<file path="src/hdl/abt_pkg.sv">
`default_nettype none
// ----------------------------------------------------------------------------
// Address blacklist table package
// Sizes, entry and control types, command and state codes shared by the
// cell row and the table controller.
// ----------------------------------------------------------------------------
package abt_pkg;

   localparam int ENTRIES    = 64;
   localparam int ADDR_BYTES = 32;
   localparam int TIME_BITS  = 32;

   localparam int IDX_W = $clog2(ENTRIES);
   localparam int CNT_W = $clog2(ENTRIES + 1);
   localparam int LEN_W = 6;
   localparam int KEY_W = 256;

   typedef enum logic [2:0] {
      CMD_CHECK = 3'd0,
      CMD_ADD   = 3'd1,
      CMD_CLEAR = 3'd2,
      CMD_COUNT = 3'd3,
      CMD_READ  = 3'd4
   } cmd_type;

   typedef enum logic [1:0] {
      ST_IDLE,
      ST_SCAN,
      ST_WRITE,
      ST_RESP
   } state_type;

   typedef struct packed {
      logic [LEN_W-1:0]     len;
      logic [KEY_W-1:0]     key;
      logic [TIME_BITS-1:0] stamp;
   } entry_type;

   typedef struct packed {
      logic shift;
      logic wr_all;
      logic wr_stamp;
   } cell_ctl_type;

   function automatic logic [TIME_BITS-1:0] to_stamp(input logic [31:0] s);
      logic [63:0] t;
      t = {32'b0, s};
      return t[TIME_BITS-1:0];
   endfunction

   function automatic logic [6:0] to_count7(input logic [CNT_W-1:0] c);
      logic [63:0] t;
      t = 64'(c);
      return t[6:0];
   endfunction

endpackage
`default_nettype wire

</file>
<file path="src/hdl/abt_cell.sv">
`default_nettype none
// ----------------------------------------------------------------------------
// Table cell
// Holds one entry. During a scan it takes the entry of its neighbor so the
// row rotates; outside a scan it can be loaded whole or get a new stamp.
// ----------------------------------------------------------------------------
module abt_cell
   import abt_pkg::*;
(
   input  wire          clock,
   input  cell_ctl_type ctl,
   input  entry_type    nbr,
   input  entry_type    wr_data,
   output entry_type    entry
);

   entry_type entry_ff;
   entry_type entry_in;

   always_comb begin
      entry_in = entry_ff;
      if (ctl.shift) begin
         entry_in = nbr;
      end else if (ctl.wr_all) begin
         entry_in = wr_data;
      end else if (ctl.wr_stamp) begin
         entry_in.stamp = wr_data.stamp;
      end
   end

   always_ff @(posedge clock) begin
      entry_ff <= entry_in;
   end

   assign entry = entry_ff;

endmodule
`default_nettype wire

</file>
<file path="config.mk">
export PLATFORM = sky130hd
export DESIGN_NAME = abt_cell
export DESIGN_NICKNAME = d
export VERILOG_FILES = /design/src/hdl/abt_pkg.sv /design/src/hdl/abt_cell.sv
export SDC_FILE = /design/constraint.sdc
export NUM_CORES = 1
export LEC_CHECK = 0
export BUFFER_PORTS_ARGS = -buffer_cell sky130_fd_sc_hd__buf_4
export CAP_MARGIN = 25
export CORE_AREA = 8 8 342 344
export CTS_BUF_LIST = sky130_fd_sc_hd__clkbuf_16
export CTS_CLUSTER_DIAMETER = 120
export DETAILED_ROUTE_END_ITERATION = 8
export DIE_AREA = 0 0 350 352
export PLACE_DENSITY = 0.39
export SETUP_SLACK_MARGIN = 0.4
export SLEW_MARGIN = 20
export SYNTH_ARGS = -nofsm -noshare
export SYNTH_HDL_FRONTEND = slang
export SYNTH_SLANG_ARGS = --single-unit
</file>
<file path="constraint.sdc">
create_clock -name clock -period 5.4 [get_ports clock]
set_clock_uncertainty 0.15 [all_clocks]
set_input_delay 0.54 -clock clock [delete_from_list [all_inputs] [get_ports clock]]
set_output_delay 0.54 -clock clock [all_outputs]
set_load 0.005 [all_outputs]
</file>
# Word level (Yosys, flattened, before mapping)
# Cells that the tools add are included.
[totals]
in_bits = 592
regBits = 294
word_cells = 9
out_inout_bits = 294
[op_classes]
reduce_logical = 2
mux = 4
[op_table]
columns = ["op", "n"]
rows = [
  ["294-bit 2-to-1 mux", 1],
  ["262-bit 2-to-1 mux", 1],
  ["32-bit 2-to-1 mux", 2],
  ["3-bit nonzero test", 1],
  ["2-bit nonzero test", 1],
]

# Logic depth before layout (Yosys ltp)
# Gate-level depths: netlist of run 1.
[logic_depth]
word_depth = 3
ltp_mapped = 4
ltp_nobuf = 1

# Worst setup path before layout of run 1
# No wires, ideal clock.
[synth_path]
path_type = "in2reg"
from = "input port ctl[2] (netlist bit)"
to = "register entry_ff (netlist bit entry[100]), enable pin"
arrival_ns = 4.122
setup_time_ns = 0.515
slack_ns = 0.613
n_path_buf = 3
required_ns = 4.735
path_stages = 4
path_cell_list = "buf_6 > buf_6 > buf_6 > or2_2"
[synth_between]
elab_chain_len = 1
[synth_rtl]
columns = ["item", "line_no", "text"]
rows = [
  ["start: declaration", "abt_cell.sv:11", "input cell_ctl_type ctl,"],
  ["2-bit nonzero test (no source line)", "--", ""],
  ["end signal: assignment", "abt_cell.sv:32", "entry_ff <= entry_in;"],
  ["end: declaration", "abt_cell.sv:17", "entry_type entry_ff;"],
]
# No other way between the ends.
# A chain may end at the register's enable or synchronous reset.

# Worst setup path after layout of run 1
[layout_path]
from = "input port ctl[2] (netlist bit)"
to = "register entry_ff (netlist bit entry[34]), enable pin"
# The elaborated chain is that of the path after synthesis.

==> results of run 1 <==
==> stage by stage <==
step	total power, mW	area, sq um	instances
final	6.732	23000	3064
after global routing	7.054	23000	3062
after CTS	6.916	22990	3059
after detailed placement	4.238	21740	2989
after global placement	4.231	21740	2989
after floorplan	3.321	13390	623
==> power breakdown <==
group	leakage [nW]	internal (mW)	switching (mW)
Clock	0.636	1.53	1.05
Combinational	6.52	0.800	0.438
Sequential	3.00	2.81	0.104
Total	10.2	5.14	1.59
==> metal layers <==
layer  up-vias  wire (um)  GRT usage
met5         -         48          0
met4         8       1266    0.02470
met3        78       8484    0.05394
met2       521      34220     0.1832
met1      4602      24970     0.1120
li1       4294          -          -
==> logic make-up after synthesis <==
kind of cell	count (synthesis)
muxes	294
DFF	294
and+or+nand+nor	2
buffers and inverters	33
==> final timing paths <==
kind / slack, ps / cells after the start / to
hold / removal: 110 / 2 / entry[155]
setup / recovery: 2960 / 3 / entry[34]
==> cells in the mapped netlist <==
| library cell | instances | area, sq um |
|---|---|---|
| edfxtp_1 | 294 | 8828 |
| mux2_4 | 239 | 3588 |
| mux2_2 | 55 | 619.3 |
| buf_6 | 28 | 315.3 |
| buf_2 | 5 | 25.02 |
| or2_2 | 1 | 6.260 |
| or3_1 | 1 | 6.260 |
==> layout make-up <==
cell class | count | area [sq um]
tap | 1500 | 1877
multi-input combinational | 296 | 4224
clock buffer | 40 | 1001
timing repair buffer | 899 | 6807
antenna | 5 | 12.51
clock inverter | 30 | 251.5
fill | 12050 | 88580
sequential | 294 | 8828
==> impl_metrics.toml, run 1 <==
[status]
status = "finished, final reports clean"

[cts]
clockBufferDepth = 3
root_buffer = "clkbuf_16"
cts_hold_buffers = 0
h-tree-depth = 2
clkSinkCount = 294
post_cts_buffers = 0
cts_resized = 0
path_clk_slew_ps = 60
cts_buffers = 40
cts_tree = "yes"

[power_and_ir_drop]
peakVddDrop_mv = 0.1686
power_density_nw_per_um2 = 292.7
p_leak_nw = 10.16

[detailed_routing]
routed_wl_um = 68990
post_drt_wl_per_cell_um = 22.51
vias = 9503
drtAntennaViolNets = 0
drt_iter0_markers = 292
first_pass_iters = 4
vias_per_cell = 3.102
drcViolationCount = 0

[logic_synthesis]
ys_warn_count = 0
synth_top_family_by_area = "multiplexers"
synthesis.nets = 1215
synth-compound-area-share = 0
yosys.area_share.simple = 0.0009345
synthDistinctLibCells = 7
syn_area_sq_um = 13390
avgSynthCellArea_sq_um = 21.49
synthMuxAreaShare = 0.3143
synthCells = 623
seq_area_frac_synth = 0.6594
synth_xor_area_frac = 0
ys_ff_latch = 294
synthAdderAreaFrac = 0

[timing]
period_needed_ps = 2444
layout_worst_path_cycle_share = 0.4526
fin_setup_tns_ps = 0
slew_headroom = 0.3185
rsz0062_at_grt = "no"
worst_pin_slew_ps = 1022
finalSetupViolCount = 0
maxSlewViolCount = 0
worst_slack_ps = 2956
hold_viol_final = 0
max_freq_ghz = 0.4091
holdWs_ps = 114.6

[die]
coreArea_sq_um = 111600
initial_core_util = 0.1200
fp-row-count = 123
die_area_sq_um = 123200
die_w_um = 350
pin_count = 886
die_y_um = 352

[global_route]
grt_pass1_vias = 10710
grt_use_total = 0.1050
grt_pass1_wl_um = 90360
antenna_found_initial = 25
grt_max_degree = 112
grt_overflow_total = 0

[cells_and_area]
nets = 2123
area_growth_pct = 71.79
largest_reg_flops = 294
layout_commonest_cell = "buf_4"
drive_gt1_frac = 0.8031
final_cell_mix = "buf_4 (894), edfxtp_1 (294), mux2_4 (239)"
post-route-util = 0.2061

[placed_design]
port-buffer-count = 885
hpwl_um = 57880
place_congestion = 0.8614
pre_cts_slack_ps = 2295

[critical_path]
path_class = "primary input to flop"
crit_chain = "buf_8 > or2_4 > buf_12"
cp.required_ps = 5440
path_buf_inv = 2
max_stage_delay_ps = 790
cp_slowest_cell = "or2_4"
critical_path_arrival_ps = 2490
crit_path_end_kind = "flop"
cp-start-kind = "primary input"
critical_path.startpoint = "ctl[2]"
crit_family = "simple AND/OR/NAND/NOR gates"
cp_max_fo = 74

[min_path]
hold_class = "primary input to flop"
min-delay-start = "nbr[155]"

[job]
maxCapViolCount = 0
No activity file was read; power rests on OpenSTA's default activity.
==> inputs of run 2 (changes only) <==
ABC_AREA = 1   (was not set)
CORE_AREA = 8 8 339 341   (was 8 8 342 344)
DIE_AREA = 0 0 347 349   (was 0 0 350 352)
PLACE_DENSITY = 0.4   (was 0.39)
clock period = 2.01 ns   (was 5.4 ns; I/O delays follow)
==> run 2 against run 1 <==
Effect of this change:
- utilization increased by 5.3 points
- highest routed layer unchanged
- largest cell class is now non-clock buffers
- cell count rose by 37%
- critical endpoint is now entry[28]
- synthesized area shrank 5.5%
- global-route usage grew 0.61 points
- clock power rose to 2.6 times the previous value
- power grew to 2.8 times the previous value
- flip-flop and latch count unchanged
- via count up 52%
- sequential share of layout area shrank 7.2 points
- first-iteration DRC count is 130% higher
- routed wire length grew 2.9%
- combinational power rose to 3.5 times the previous value
==> impl_metrics.toml, run 2 <==
[logic_synthesis]
ys_warn_count = 0
seq_area_frac_synth = 0.6976
ys_ff_latch = 294
avgSynthCellArea_sq_um = 10.16
netlist_top_cells_area = "edfxtp_1 (70%), nand2_1 (26%), buf_6 (2.1%)"
yosys.area.top_type_share = 0.6976
ys_top_cells_by_count = "nand2_1 (883), edfxtp_1 (294), buf_2 (33), buf_6 (24), buf_4 (8)"
synth_edf_count = 294
synth_largest_area_cell = "edfxtp_1"
synthesis.nets = 1837
ys.flop_type = "edfxtp_1"
syn_area_sq_um = 12650
async_flop_share = 0
synthCells = 1245
synthDistinctLibCells = 8
synth.most_common_cell = "nand2_1"

[global_route]
grt.met2_usage = 0.1942
met3_usage = 0.04343
grt_use_total = 0.1111
grt_pass1_wl_um = 101600
grt_overflow_total = 0
grtUsageMet1 = 0.1215
grt-busiest-layer = "met2"
antenna_found_initial = 3
grt_max_degree = 79
grt_pass1_vias = 15760

[cells_and_area]
final_cell_mix = "buf_4 (908), nand2_1 (882), dlygate4sd3_1 (593)"
fill_cells = 11790
largest_reg_flops = 294
regArea_sq_um = 8828
layout_commonest_cell = "buf_4"
post-route-util = 0.2587
area_growth_pct = 124.1
multiInputGateArea_sq_um = 3329
drive_gt1_frac = 0.3583
nets = 3345

[die]
initial_core_util = 0.1155
die_area_sq_um = 121100
coreArea_sq_um = 109600
fp-row-count = 122
die_w_um = 347
pin_count = 886
die_y_um = 349

[detailed_routing]
drcViolationCount = 0
vias_per_cell = 3.434
drtAntennaViolNets = 0
routed_wl_um = 70980
drt_iter0_markers = 660
post_drt_wl_per_cell_um = 16.88
first_pass_iters = 5
vias = 14440

[cts]
root_buffer = "clkbuf_16"
path_clk_slew_ps = 60
clockBufferDepth = 3
clkSinkCount = 294
cts_buffers = 39
h-tree-depth = 2
cts_tree = "yes"

[critical_path]
cp.required_ps = 1660
cp_max_fo = 1
critical_path_arrival_ps = 1380
path_class = "flop to primary output"
path_buf_inv = 1
cp_slowest_cell = "edfxtp_1"
max_stage_delay_ps = 590
crit_path_end_kind = "primary output"
crit_family = "flip-flops"
cp-start-kind = "flop"
crit_chain = "buf_6"

[timing]
period_needed_ps = 1729
max_freq_ghz = 0.5785
hold_viol_final = 0
finalSetupViolCount = 0
holdWs_ps = 198.1
fin_setup_tns_ps = 0
worst_pin_slew_ps = 541.7
rsz0062_at_grt = "yes"
maxSlewViolCount = 0
layout_worst_path_cycle_share = 0.8600
slew_headroom = 0.6389

[placed_design]
place_congestion = 0.8219
hpwl_um = 54840
port-buffer-count = 885

[power_and_ir_drop]
p_int_mw = 14.19
clockPowerShare = 0.355
p_switching_mw = 4.686
power_density_nw_per_um2 = 665.8
share_comb_of_total_power = 0.231
seqPwrFrac = 0.414
peakVddDrop_mv = 0.4012
total_power_mw = 18.88
p_leak_nw = 13.41
sw_frac_of_total = 0.2482

[status]
status = "finished, final reports clean"

[job]
maxCapViolCount = 0

[min_path]
hold_class = "primary input to flop"
==> run 2: cell count changes in the layout (fill, tap and decap cells not counted), moves of 5 or more <==
cell / before / now
buf_12: 4 / 11
mux2_4: 239 / 0
buf_4: 894 / 908
mux2_2: 55 / 0
buf_6: 0 / 19
dlygate4sd3_1: 0 / 593
clkinv_2: 10 / 5
nand2_1: 0 / 882
==> run 2: kinds of logic after synthesis <==
| logic type | after synthesis | share of synthesized area |
|---|---|---|
| simple gates | 885 | 0.2627 |
| buf+inv | 66 | 0.03965 |
| flops | 294 | 0.6976 |
==> run 2: path summary, 6_finish.rpt <==
path / cells after the start / slack, ps / end / from
min: 3 / 200 / entry[259] / ctl[2]
max: 1 / 280 / entry[28] / entry[28]
==> run 2: what timing repair did <==
item	CTS	global route
pin swaps	0	0
hold endpoints to repair	302	0
setup buffers	0	0
endpoints found under the setup margin	18	15
hold buffers	593	0
resized for setup	18	1
==> run 2: cell type report <==
type	count	area share
Sequential cell	294	0.3114
Multi-Input combinational cell	885	0.1174
Timing Repair Buffer	1532	0.4656
Clock buffer	41	0.03619
Inverter	1	0.0003972
Antenna cell	1	0.00008826
Clock inverter	24	0.006002
Tap cell	1426	0.06293
==> run 2: power by group through the flow <==
stage	logic (mW)	registers (mW)	clock network, mW
final	4.37	7.82	6.70
after global routing	4.74	7.89	7.21
after floorplan	0.683	7.94	0
after global placement	3.31	7.93	0
after CTS	4.44	7.83	7.00
after detailed placement	3.28	7.94	0
==> run 2: layer usage <==
metal	share of wire	wire length, um	vias to the layer above
met5	0.00042	30	-
met4	0.035	2488	4
met3	0.091	6463	114
met2	0.50	35230	590
met1	0.38	26770	6706
li1	-	-	7022
==> run 2: worst min-delay path, cell delays in order <==
cell    delay, ps
buf_8         170
or2_4         180
buf_12        170
==> run 2: per-stage QoR <==
stage               instance area (sq um)  instances  worst slack (ps)
finish                              28350       4204             281.4
global route                        28350       4204             159.6
CTS                                 28350       4203             129.4
detailed placement                  21150       3545             349.4
global placement                    21150       3545             374.4
floorplan                           12670       1245            -902.1
==> inputs of run 3 (changes only) <==
CTS_CLUSTER_DIAMETER = 200   (was 120)
clock period = 1.54 ns   (was 2.01 ns; I/O delays follow)
==> run 3 against run 2 <==
Effect of this change:
- the flow now finishes with violations (hold timing, setup timing)
- count of clock-buffer cells in the layout decreased by 2
- cell area increased by 4.3%
- sequential power increased by 33%
- cell count increased by 0.50%
- first-iteration DRC count decreased by 17%
- clock power increased by 22%
- largest cell class unchanged
==> impl_metrics.toml, run 3 (synthesis gave the netlist of run 2 again) <==
[timing]
max_freq_ghz = 0.5954
worst_slack_ps = -139.7
finalSetupViolCount = 4
worst_pin_slew_ps = 461.1
holdWs_ps = -45.24
rsz0062_at_grt = "yes"
slew_headroom = 0.6926
fin_setup_tns_ps = -391.4
period_needed_ps = 1680
maxSlewViolCount = 0
hold_viol_final = 22
layout_worst_path_cycle_share = 1.091

[die]
initial_core_util = 0.1155
die_y_um = 349
die_w_um = 347
pin_count = 886
coreArea_sq_um = 109600
fp-row-count = 122
die_area_sq_um = 121100

[critical_path]
path_class = "flop to primary output"
path_depth = 1
crit_path_end_kind = "primary output"
crit_family = "flip-flops"
critical_path.startpoint = "entry[130]"
max_stage_delay_ps = 590
path_buf_inv = 1
cp.required_ps = 1240
crit_chain = "buf_6"
critical_path_arrival_ps = 1380
cp-start-kind = "flop"
cp_max_fo = 1
cp_slowest_cell = "edfxtp_1"

[global_route]
grt_use_total = 0.1158
grt_overflow_total = 0
antenna_found_initial = 8
grt_pass1_vias = 16290
grt_max_degree = 71
grt_pass1_wl_um = 105400

[job]
maxCapViolCount = 0

[placed_design]
hpwl_um = 56980
place_congestion = 0.8322
port-buffer-count = 885

[cells_and_area]
area_growth_pct = 133.6
nets = 3358
post-route-util = 0.2697
largest_reg_flops = 294
drive_gt1_frac = 0.3604
final_cell_mix = "nand2_1 (882), buf_4 (641), dlygate4sd3_1 (589)"
layout_commonest_cell = "nand2_1"

[detailed_routing]
drt_iter0_markers = 545
post_drt_wl_per_cell_um = 17.45
routed_wl_um = 73740
drtAntennaViolNets = 0
vias = 14660
drcViolationCount = 0
first_pass_iters = 5
vias_per_cell = 3.470

[cts]
post_cts_buffers = 0
clockBufferDepth = 3
cts_buffers = 37
h-tree-depth = 2
root_buffer = "clkbuf_16"
cts_tree = "yes"
clkSinkCount = 294
path_clk_slew_ps = 60

[min_path]
min-delay-start = "ctl[0]"
hold_depth = 4
hold_class = "primary input to flop"

[power_and_ir_drop]
p_leak_nw = 13.74
peakVddDrop_mv = 0.5612
power_density_nw_per_um2 = 834.2

[status]
violations = "hold timing, setup timing"
status = "complete, but fails checks"
## run 3: changes by cell type in the layout (fill, tap and decap cells not counted), sizes merged
cell          previous run  this run
buf                    939       957
diode                    1         5
dlygate4sd3            593       589
inv                      5         9
clkbuf                  41        39
clkinv                  15        17
bufinv                   2         1
clkinvlp                 3         2
dlymetal6s4s             0         1
## run 3: final timing paths
check / endpoint / slack, ps
max: entry[130] / -140
min: entry[10] / -50
## run 3: routing by layer
metal | track usage | vias up | share of wire
met4 | 0.05158 | 4 | 0.042
met1 | 0.1284 | 6793 | 0.38
met3 | 0.04300 | 137 | 0.085
met5 | 0 | - | 0.00031
met2 | 0.1979 | 670 | 0.49
li1 | - | 7058 | -
## run 3: what timing repair did
item | in CTS | in global routing
pin swaps | 0 | 0
resized for setup | 294 | 7
endpoints found under the setup margin | 294 | 882
hold endpoints to repair | 326 | 33
hold buffers | 590 | 1
## run 3: final cells by class
type                       instances  area (sq um)
inverter                           1         16.27
tap                             1426          1784
clock inverter                    28         148.9
clock buffer                      39         975.9
fill                           11560         80040
timing repair buffer            1547         14450
multi-input combinational        885          3343
antenna                            5         12.51
sequential                       294          8828
## run 3: metrics by stage
stage                     cells  cell area [sq um]  setup WS, ps  power, mW
after global routing       4222              29550        -206.6      25.84
final                      4225              29560        -139.7      24.66
after CTS                  4219              29530        -224.3      25.16
after detailed placement   3562              21390         22.38      14.75
after global placement     3562              21390         29.05      14.77
after floorplan            1245              12680         -1325      11.26
## run 3: power breakdown
part / internal (mW) / switching, mW
clock network: 4.72 / 3.48
logic: 3.85 / 2.25
registers: 9.86 / 0.501
total: 18.4 / 6.23
